--- src/rtl/mlcd_pkg.sv ---
// Shared constants and types for the marker/length/checksum frame deframer.
// No dependencies; imported by marker_length_checksum_deframer_top.
`default_nettype none

package mlcd_pkg;

    localparam int unsigned BYTE_W = 8;
    localparam int unsigned STATUS_W = 3;

    localparam logic [BYTE_W-1:0] START_BYTE = 8'h99;
    localparam logic [BYTE_W-1:0] END_BYTE   = 8'hdd;
    localparam logic [BYTE_W-1:0] MIN_LENGTH = 8'd5;
    localparam logic [BYTE_W-1:0] CLIENT_POS = 8'd3;
    localparam logic [BYTE_W-1:0] OWN_CLIENT_ID_RESET = 8'd0;

    typedef enum logic [1:0] {
        PH_HUNT = 2'd0,
        PH_LEN  = 2'd1,
        PH_BODY = 2'd2
    } phase_t;

    typedef enum logic [STATUS_W-1:0] {
        ST_NONE      = 3'd0,
        ST_GOOD      = 3'd1,
        ST_BADLEN    = 3'd2,
        ST_BADEND    = 3'd3,
        ST_BADSUM    = 3'd4,
        ST_BADCLIENT = 3'd5
    } status_t;

endpackage : mlcd_pkg

`default_nettype wire

--- src/rtl/marker_length_checksum_deframer_top.sv ---
// Frame deframer: hunts for start byte, tracks length, checksum, client id and end byte.
// Depends on mlcd_pkg for constants, the phase state type and the status codes.
//
// Usage:
//   s_valid/s_ready/s_rx_byte carry the raw link bytes, one request per byte.
//   m_valid/m_ready carry one result per frame byte: m_frame_byte, m_byte_position,
//   m_frame_end and m_frame_status (nonzero only on the last byte of a frame).
//   Bytes seen while hunting for the start byte 0x99 produce no result.
//   cfg_wr_en/cfg_wr_data write own_client_id at any clock edge with cfg_wr_en high.
// Output: each result is registered and appears in the cycle after its byte is accepted.
// Throughput: one byte per cycle when not stalled; parser state and result register
//   both update in the accepting cycle, so no byte waits on the one before it.
// Stall: while m_valid is high and m_ready low, s_ready drops and the held result
//   and parser state stay put; s_ready rises in the same cycle m_ready is seen high.
// Reset (aresetn low, synchronous): hunting phase, counters and sums cleared,
//   no result pending, own_client_id back to zero.
`default_nettype none

module marker_length_checksum_deframer_top (
    input  wire logic                        aclk,
    input  wire logic                        aresetn,
    input  wire logic                        cfg_wr_en,
    input  wire logic [mlcd_pkg::BYTE_W-1:0] cfg_wr_data,
    input  wire logic                        s_valid,
    output logic                             s_ready,
    input  wire logic [mlcd_pkg::BYTE_W-1:0] s_rx_byte,
    output logic                             m_valid,
    input  wire logic                        m_ready,
    output logic [mlcd_pkg::BYTE_W-1:0]      m_frame_byte,
    output logic [mlcd_pkg::BYTE_W-1:0]      m_byte_position,
    output logic                             m_frame_end,
    output logic [mlcd_pkg::STATUS_W-1:0]    m_frame_status
);
    import mlcd_pkg::*;

    phase_t              phase_reg, phase_next;
    logic [BYTE_W-1:0]   byte_count_reg, byte_count_next;
    logic [BYTE_W-1:0]   frame_length_reg, frame_length_next;
    logic [BYTE_W-1:0]   running_sum_reg, running_sum_next;
    logic                sum_matched_reg, sum_matched_next;
    logic                client_matched_reg, client_matched_next;
    logic [BYTE_W-1:0]   own_client_id_reg;

    logic                m_valid_reg, m_valid_next;
    logic [BYTE_W-1:0]   frame_byte_reg, frame_byte_next;
    logic [BYTE_W-1:0]   position_reg, position_next;
    logic                frame_end_reg, frame_end_next;
    status_t             status_reg, status_next;

    logic                accept;
    logic                emit;
    logic [BYTE_W:0]     pos_ext;
    logic [BYTE_W:0]     len_ext;

    assign s_ready = !m_valid_reg || m_ready;
    assign accept  = s_valid && s_ready;

    assign pos_ext = {1'b0, byte_count_reg};
    assign len_ext = {1'b0, frame_length_reg};

    always_comb begin
        phase_next          = phase_reg;
        byte_count_next     = byte_count_reg;
        frame_length_next   = frame_length_reg;
        running_sum_next    = running_sum_reg;
        sum_matched_next    = sum_matched_reg;
        client_matched_next = client_matched_reg;
        emit                = 1'b0;
        frame_byte_next     = s_rx_byte;
        position_next       = byte_count_reg;
        frame_end_next      = 1'b0;
        status_next         = ST_NONE;

        case (phase_reg)
            PH_LEN: begin
                frame_length_next = s_rx_byte;
                emit              = 1'b1;
                position_next     = 8'd1;
                if (s_rx_byte < MIN_LENGTH) begin
                    // too short to hold a frame: close it at the length byte
                    phase_next      = PH_HUNT;
                    byte_count_next = '0;
                    frame_end_next  = 1'b1;
                    status_next     = ST_BADLEN;
                end else begin
                    running_sum_next    = s_rx_byte;
                    sum_matched_next    = 1'b0;
                    client_matched_next = 1'b0;
                    byte_count_next     = 8'd2;
                    phase_next          = PH_BODY;
                end
            end
            PH_BODY: begin
                emit = 1'b1;
                if (byte_count_reg == CLIENT_POS) begin
                    client_matched_next = (s_rx_byte == own_client_id_reg);
                end
                if (pos_ext + 9'd2 == len_ext) begin
                    sum_matched_next = (s_rx_byte == running_sum_reg);
                end
                if (pos_ext + 9'd3 <= len_ext) begin
                    running_sum_next = running_sum_reg + s_rx_byte;
                end
                if (pos_ext + 9'd1 >= len_ext) begin
                    phase_next      = PH_HUNT;
                    byte_count_next = '0;
                    frame_end_next  = 1'b1;
                    // end marker first, then checksum, then client
                    if (s_rx_byte != END_BYTE) begin
                        status_next = ST_BADEND;
                    end else if (!sum_matched_next) begin
                        status_next = ST_BADSUM;
                    end else if (!client_matched_next) begin
                        status_next = ST_BADCLIENT;
                    end else begin
                        status_next = ST_GOOD;
                    end
                end else begin
                    byte_count_next = byte_count_reg + 8'd1;
                end
            end
            default: begin
                // hunting, and the unused phase code
                phase_next = PH_HUNT;
                if (s_rx_byte == START_BYTE) begin
                    phase_next      = PH_LEN;
                    byte_count_next = 8'd1;
                    emit            = 1'b1;
                    position_next   = '0;
                end
            end
        endcase

        if (accept) begin
            m_valid_next = emit;
        end else if (m_ready) begin
            m_valid_next = 1'b0;
        end else begin
            m_valid_next = m_valid_reg;
        end
    end

    always_ff @(posedge aclk) begin
        if (!aresetn) begin
            phase_reg          <= PH_HUNT;
            byte_count_reg     <= '0;
            frame_length_reg   <= '0;
            running_sum_reg    <= '0;
            sum_matched_reg    <= 1'b0;
            client_matched_reg <= 1'b0;
            m_valid_reg        <= 1'b0;
        end else begin
            m_valid_reg <= m_valid_next;
            if (accept) begin
                phase_reg          <= phase_next;
                byte_count_reg     <= byte_count_next;
                frame_length_reg   <= frame_length_next;
                running_sum_reg    <= running_sum_next;
                sum_matched_reg    <= sum_matched_next;
                client_matched_reg <= client_matched_next;
            end
        end
    end

    always_ff @(posedge aclk) begin
        if (!aresetn) begin
            own_client_id_reg <= OWN_CLIENT_ID_RESET;
        end else if (cfg_wr_en) begin
            own_client_id_reg <= cfg_wr_data;
        end
    end

    // result payload: loaded only when a request is taken
    always_ff @(posedge aclk) begin
        if (accept && emit) begin
            frame_byte_reg <= frame_byte_next;
            position_reg   <= position_next;
            frame_end_reg  <= frame_end_next;
            status_reg     <= status_next;
        end
    end

    assign m_valid         = m_valid_reg;
    assign m_frame_byte    = frame_byte_reg;
    assign m_byte_position = position_reg;
    assign m_frame_end     = frame_end_reg;
    assign m_frame_status  = status_reg;

endmodule : marker_length_checksum_deframer_top

`default_nettype wire
--- config.mk ---
export PLATFORM = sky130hd
export DESIGN_NAME = marker_length_checksum_deframer_top
export DESIGN_NICKNAME = d
export VERILOG_FILES = /design/src/rtl/mlcd_pkg.sv /design/src/rtl/marker_length_checksum_deframer_top.sv
export SDC_FILE = /design/constraint.sdc
export NUM_CORES = 1
export LEC_CHECK = 0
export ABC_AREA = 1
export BUFFER_PORTS_ARGS = -buffer_cell sky130_fd_sc_hd__clkbuf_2
export CAP_MARGIN = 10
export CORE_AREA = 4 4 85 87
export CTS_CLUSTER_DIAMETER = 60
export CTS_CLUSTER_SIZE = 20
export DETAILED_ROUTE_END_ITERATION = 10
export DIE_AREA = 0 0 89 91
export HOLD_SLACK_MARGIN = 0.05
export PLACE_DENSITY_LB_ADDON = 0.05
export SYNTH_ARGS = -nofsm -noshare
export SYNTH_HDL_FRONTEND = slang
export SYNTH_SLANG_ARGS = --single-unit
--- constraint.sdc ---
create_clock -name aclk -period 5.28 [get_ports aclk]
set_clock_uncertainty 0.1 [all_clocks]
set_input_delay 0.528 -clock aclk [delete_from_list [all_inputs] [get_ports aclk]]
set_output_delay 0.528 -clock aclk [all_outputs]
set_load 0.05 [all_outputs]
==> flow_metrics.py, run 1 <==
metrics = {
    "sta": {
        "tns_ps": 0,
        "tightestPinTransition_ps": 1130,
        "setup_viol": 0,
        "slew_headroom": 0.248,
        "fin_crit_sh": 0.557,
        "hold_viol_final": 0,
        "drv_slew": 0,
        "fin_crit_ps": 2940,
        "whs_ps": 311,
        "rsz0062_at_grt": "false",
        "fmax_mhz": 340,
    },
    "placed_design": {
        "globalplace.congestion": 0.945,
        "dp_hpwl_um": 7090,
        "io_buffers": 42,
        "placed_cells": 639,
    },
    "worst_setup_path": {
        "worstPathCellList": "ha_1 > nand2_1 > inv_1 > nand2_1 > nor2_1 > xor2_1 > ha_1 > nand3_2 > nand2_1 > nor2_2 > nand3_2 > nand2_1 > inv_1 > nor2_1 > nor3_1",
        "crit_arrival_ps": 2920,
        "slowest_delay_ps": 590,
        "cpMostUsedCell": "nand2_1",
        "critical_path.max_fanout": 9,
        "cp_num_buf_inv": 2,
        "path_class": "reg2reg",
        "cp.required_ps": 5260,
        "crit_path_start_kind": "flip-flop",
        "slowest_stage": "dfxtp_1",
        "endpoint_kind": "flip-flop",
        "crit_family": "simple AND/OR/NAND/NOR gates",
    },
    "global_route": {
        "grt-ovfl-total": 0,
        "track_usage": 0.239,
        "antenna_found_initial": 0,
        "grt_max_degree": 28,
        "grt_pass1_wl_um": 15100,
        "grt_pass1_vias": 3185,
    },
    "route": {
        "ant_nets": 0,
        "dr.pass1.iters": 5,
        "wirelength_um": 9400,
        "first_iter_violations": 200,
        "drc": 0,
        "wl_per_cell_um": 14.4,
        "vias": 3550,
        "via_per_inst": 5.42,
    },
    "power_and_ir_drop": {
        "ir_drop_uv": 218,
        "p_total_uw": 1160,
        "power_density_mw_per_mm2": 272,
        "power.leakage_uw": 0.00218,
    },
    "clock_network": {
        "cts_buffer_depth": 2,
        "ctsResizeCount": 0,
        "holdBufCountCts": 0,
        "cts_buffers": 9,
        "path_clk_slew_ps": 70,
        "cts_tree": "built",
        "post-cts-setup-buffers": 0,
        "cts.sinks": 57,
        "h-tree-depth": 3,
        "clock_latency_ps": 330,
        "ctsRootBufferMaster": "clkbuf_8",
    },
    "logic_synthesis": {
        "ys_types": 33,
        "async_flop_share": 0,
        "ys_ff_latch": 57,
        "synth_ff_type": "dfxtp_1",
        "yosys_warnings": 0,
        "synthCells": 536,
        "synth_enable_flop_cells": 20,
        "synth.avg_cell_area_um2": 7.20,
        "syn_area_mm2": 0.00386,
        "synth_nets": 586,
        "yosysSeqAreaShare": 0.348,
    },
    "run_status": {
        "outcome": "completed",
    },
    "hold_path": {
        "min_path_type": "in2reg",
    },
    "finish": {
        "stdcell_count": 655,
        "most-common-layout-cells": "nand2_1 (119), inv_1 (70), nor2_1 (65), nand3_1 (45), clkbuf_2 (42)",
        "multi_input_area_mm2": 0.00215,
        "final_util": 0.671,
        "syn2layout_area_growth_pct": 10.5,
        "register_area_mm2": 0.00134,
        "drive_gt1_frac": 0.133,
        "fin_nets": 623,
        "diodes": 0,
        "mostFrequentLayoutCell": "nand2_1",
        "fill_cells": 538,
    },
    "die": {
        "io_pins": 43,
        "row_count": 29,
        "start_util": 0.608,
        "coreArea_mm2": 0.00635,
        "die_y_um": 91,
        "fp.dieW_um": 89,
        "die-area_mm2": 0.00810,
    },
    "flow_run": {
        "max_cap_violations": 0,
    },
}
Yosys cell counts, types with 3 or more instances:
cell type | number | area share
dfxtp_1 | 37 | 0.19
nor2_4 | 4 | 0.012
inv_1 | 70 | 0.068
inv_2 | 3 | 0.0029
xnor2_1 | 6 | 0.014
nor3_1 | 9 | 0.012
buf_2 | 5 | 0.0065
ha_1 | 28 | 0.091
clkbuf_1 | 6 | 0.0058
edfxtp_1 | 20 | 0.16
o21ai_0 | 27 | 0.035
nor2_1 | 65 | 0.063
nand3_1 | 45 | 0.058
nand3_2 | 3 | 0.0078
nand2_1 | 119 | 0.12
a31oi_1 | 3 | 0.0049
nand4_1 | 9 | 0.015
buf_4 | 3 | 0.0058
a21o_1 | 5 | 0.0097
xor2_1 | 17 | 0.039
nand2_2 | 5 | 0.0081
a21oi_1 | 32 | 0.042
kinds of logic (layout without fill, tap and decap cells):
family	after synthesis	count (layout)	share of synthesized area
and+or+nand+nor	270	270	0.316
buffers and inverters	89	131	0.0950
AOI/OAI and AO/OA	68	68	0.0931
DFF	57	57	0.348
adders and majority gates	29	29	0.0960
xor gates and xnor gates	23	23	0.0522
power by group:
group          leakage, uW  switching, uW  internal [uW]
Combinational      0.00160            183           84.3
Sequential        0.000490           15.4            482
Clock            0.0000913            179            215
layout make-up:
| type | count | share of cell area |
|---|---|---|
| repair buffers | 42 | 0.0493 |
| flip-flops and latches | 57 | 0.315 |
| clock buffers | 10 | 0.0299 |
| well taps | 77 | 0.0226 |
| clock inverters | 6 | 0.0138 |
| inverters | 73 | 0.0643 |
| multi-input cells | 390 | 0.505 |
routing by layer:
metal  GRT usage  share of wire  vias up
li1            -              -     1806
met2       0.397           0.49      107
met4      0.0893          0.018        0
met3      0.0434          0.054       18
met5           0              0        -
met1       0.305           0.43     1619
worst register-to-register path, delay by kind of cell (launching register included):
kind                     cells  cell delay, ps
XOR/XNOR                     1             220
adder cells (fa/ha/maj)      2             590
buffers and inverters        2             200
flip-flops                   1             590
AND/OR/NAND/NOR             10             990
path summary, 6_finish.rpt:
kind / slack (ps) / end / from / cells past startpoint
setup reg to reg: 2340 / m_frame_status[1]$_DFFE_PP_ / byte_count_reg[2]$_SDFFE_PN0P_ / 15
hold / removal: 310 / own_client_id_reg[4]$_SDFFE_PN0P_ / cfg_wr_data[4] / 3
hold reg to reg: 370 / sum_matched_reg$_SDFFE_PN0P_ / sum_matched_reg$_SDFFE_PN0P_ / 2
setup / recovery: 2340 / m_frame_status[1]$_DFFE_PP_ / byte_count_reg[2]$_SDFFE_PN0P_ / 15
metrics by stage:
| stage | cell area [um2] | worst slack (ps) |
|---|---|---|
| floorplan | 3860 | 2590 |
| global placement | 4080 | 2500 |
| detailed placement | 4080 | 2410 |
| CTS | 4260 | 2400 |
| global route | 4260 | 2060 |
| finish | 4260 | 2340 |
No activity file was read; power rests on OpenSTA's default activity.
==> inputs of run 2 (changes only) <==
Settings changed: ABC_AREA 1 to 0, CORE_AREA 4 4 85 87 to 4 4 88 90, DIE_AREA 0 0 89 91 to 0 0 92 94.
Clock period 5.28 ns to 2.6 ns, I/O delays scaled along.
==> flow_metrics.py, run 2 <==
metrics = {
    "worst_setup_path": {
        "endpoint_kind": "flip-flop",
        "worstRegToRegCells": 12,
        "slowest_delay_ps": 380,
        "rrSetupSlack_ps": 8,
        "crit_path_start_kind": "flip-flop",
        "critical_path.max_fanout": 7,
        "slowest_stage": "dfxtp_4",
        "cp.required_ps": 2760,
        "worstPathCellList": "inv_4 > ha_4 > a21oi_4 > xnor2_2 > ha_1 > nand4_1 > o211ai_1 > a21oi_2 > o211a_4 > buf_12 > and4_1 > a311oi_1",
        "path_class": "reg2reg",
        "crit_arrival_ps": 2750,
    },
    "placed_design": {
        "placed_area_mm2": 0.00422,
        "placed_cells": 563,
        "dp_slack_ps": -126,
        "globalplace.congestion": 0.963,
        "dp_hpwl_um": 6930,
        "io_buffers": 42,
    },
    "hold_path": {
        "min_path_cells": 3,
        "min_path_type": "in2reg",
    },
    "route": {
        "ant_nets": 0,
        "dr.pass1.iters": 4,
        "drc": 0,
        "vias": 3161,
        "via_per_inst": 5.39,
        "first_iter_violations": 151,
        "wl_per_cell_um": 16.0,
        "wirelength_um": 9400,
    },
    "global_route": {
        "grt_pass1_vias": 3073,
        "grt-ovfl-total": 0,
        "grt_max_degree": 28,
        "grt_pass1_wl_um": 15100,
        "track_usage": 0.226,
        "antenna_found_initial": 0,
    },
    "clock_network": {
        "h-tree-depth": 3,
        "cts.sinks": 57,
        "cts_tree": "built",
        "path_clk_slew_ps": 80,
        "cts_buffers": 9,
        "cts_buffer_depth": 2,
        "clock_latency_ps": 340,
        "ctsRootBufferMaster": "clkbuf_8",
    },
    "logic_synthesis": {
        "synth.avg_cell_area_um2": 9.17,
        "syn_area_mm2": 0.00359,
        "synth_nets": 441,
        "synth_area_leaders": "dfxtp_1 (21%), edfxtp_1 (17%), ha_1 (9.8%)",
        "synth_common_cells": "dfxtp_1 (37), nor2_1 (36), ha_1 (28), a21oi_1 (27), nand2_1 (27)",
        "synthCells": 391,
        "yosys.area.top_type": "dfxtp_1",
        "yosysSeqAreaShare": 0.374,
        "ys_types": 53,
        "async_flop_share": 0,
        "synth_ff_type": "dfxtp_1",
        "yosysMostFrequentCell": "dfxtp_1",
        "ys_ff_latch": 57,
        "synth_enable_flop_cells": 20,
        "netlist.area_leader.share": 0.207,
        "yosys_warnings": 0,
    },
    "sta": {
        "fmax_mhz": 386,
        "final.setup.worst_slack_ps": 8.19,
        "slew_headroom": 0.638,
        "whs_ps": 55.0,
        "drv_slew": 0,
        "setup_viol": 0,
        "fin_crit_sh": 0.997,
        "tightestPinTransition_ps": 542,
        "hold_viol_final": 0,
        "fin_crit_ps": 2590,
        "rsz0062_at_grt": "true",
    },
    "die": {
        "coreArea_mm2": 0.00706,
        "fp.dieW_um": 92,
        "start_util": 0.508,
        "io_pins": 43,
        "die_y_um": 94,
        "row_count": 31,
        "die-area_mm2": 0.00865,
    },
    "finish": {
        "final_area_mm2": 0.00463,
        "mostFrequentLayoutCell": "buf_4",
        "drive_gt1_frac": 0.302,
        "most-common-layout-cells": "buf_4 (52), clkbuf_2 (42), nor2_1 (32), dfxtp_1 (32), nand2_1 (26)",
        "fin_nets": 532,
        "register_area_mm2": 0.00136,
        "final_util": 0.656,
        "diodes": 0,
        "multi_input_area_mm2": 0.00220,
        "stdcell_count": 586,
        "syn2layout_area_growth_pct": 29.1,
        "fill_cells": 604,
    },
    "run_status": {
        "outcome": "completed",
    },
    "power_and_ir_drop": {
        "ir_drop_uv": 301,
        "power.leakage_uw": 0.00196,
        "power_density_mw_per_mm2": 413,
    },
    "flow_run": {
        "max_cap_violations": 0,
    },
}
==> run 2: path summary, 6_finish.rpt <==
kind / start / to
worst min-delay path: cfg_wr_data[1] / own_client_id_reg[1]$_SDFFE_PN0P_
worst max register to register: byte_count_reg[1]$_SDFFE_PN0P_ / running_sum_reg[7]$_SDFFE_PN0P_
worst max-delay path: byte_count_reg[1]$_SDFFE_PN0P_ / running_sum_reg[7]$_SDFFE_PN0P_
worst min register to register: phase_reg[1]$_SDFFE_PN0P_ / phase_reg[1]$_SDFFE_PN0P_
==> run 2: routing by layer <==
layer	track usage	vias up	part of all wire
li1	-	1588	-
met1	0.310	1466	0.48
met2	0.361	100	0.45
met3	0.0489	7	0.065
met4	0.0594	0	0.0097
met5	0	-	0
==> run 2: timing repair <==
item                       in CTS  in global routing
setup endpoints to repair      17                 21
buffers inserted                0                  5
gates cloned                    0                  1
gates resized for setup         9                 30
hold buffers                    1                  0
hold endpoints to repair        1                  0
pin swaps                       4                 18
==> run 2: kinds of logic (layout without fill, tap and decap cells) <==
kind of cell / count (synthesis) / count (layout) / share of synthesized area
compound gates: 77 / 77 / 0.140
xor+xnor: 35 / 35 / 0.0855
fa+ha+maj: 29 / 29 / 0.103
buf+inv: 41 / 137 / 0.0495
flops: 57 / 57 / 0.374
mux: 24 / 24 / 0.0670
simple gates: 128 / 128 / 0.181
==> run 2: report_power, final <==
part           total, uW  switching (uW)  internal (uW)
clock network        864             413            450
logic                120            69.1           50.5
registers            928            5.25            922
total               1910             488           1420
==> run 2: layout make-up <==
class	count	area share
clock buffers	9	0.0268
clock inverters	7	0.0168
inverters	24	0.0200
multi-input cells	293	0.475
flip-flops and latches	57	0.293
well taps	99	0.0268
repair buffers	97	0.142
==> run 2: critical path, delay by kind of cell (launching register included) <==
kind / cells / cell delay (ps)
AO/OA/AOI/OAI: 5 / 1000
AND/OR/NAND/NOR: 2 / 270
flip-flops: 1 / 380
buffers and inverters: 2 / 180
XOR/XNOR: 1 / 110
adder cells (fa/ha/maj): 2 / 460
==> run 2: per-stage QoR <==
step	power, uW	TNS, ps
floorplan	1010	0
global placement	1070	-235
detailed placement	1070	-621
CTS	1930	0
global route	1980	-900
finish	1910	0
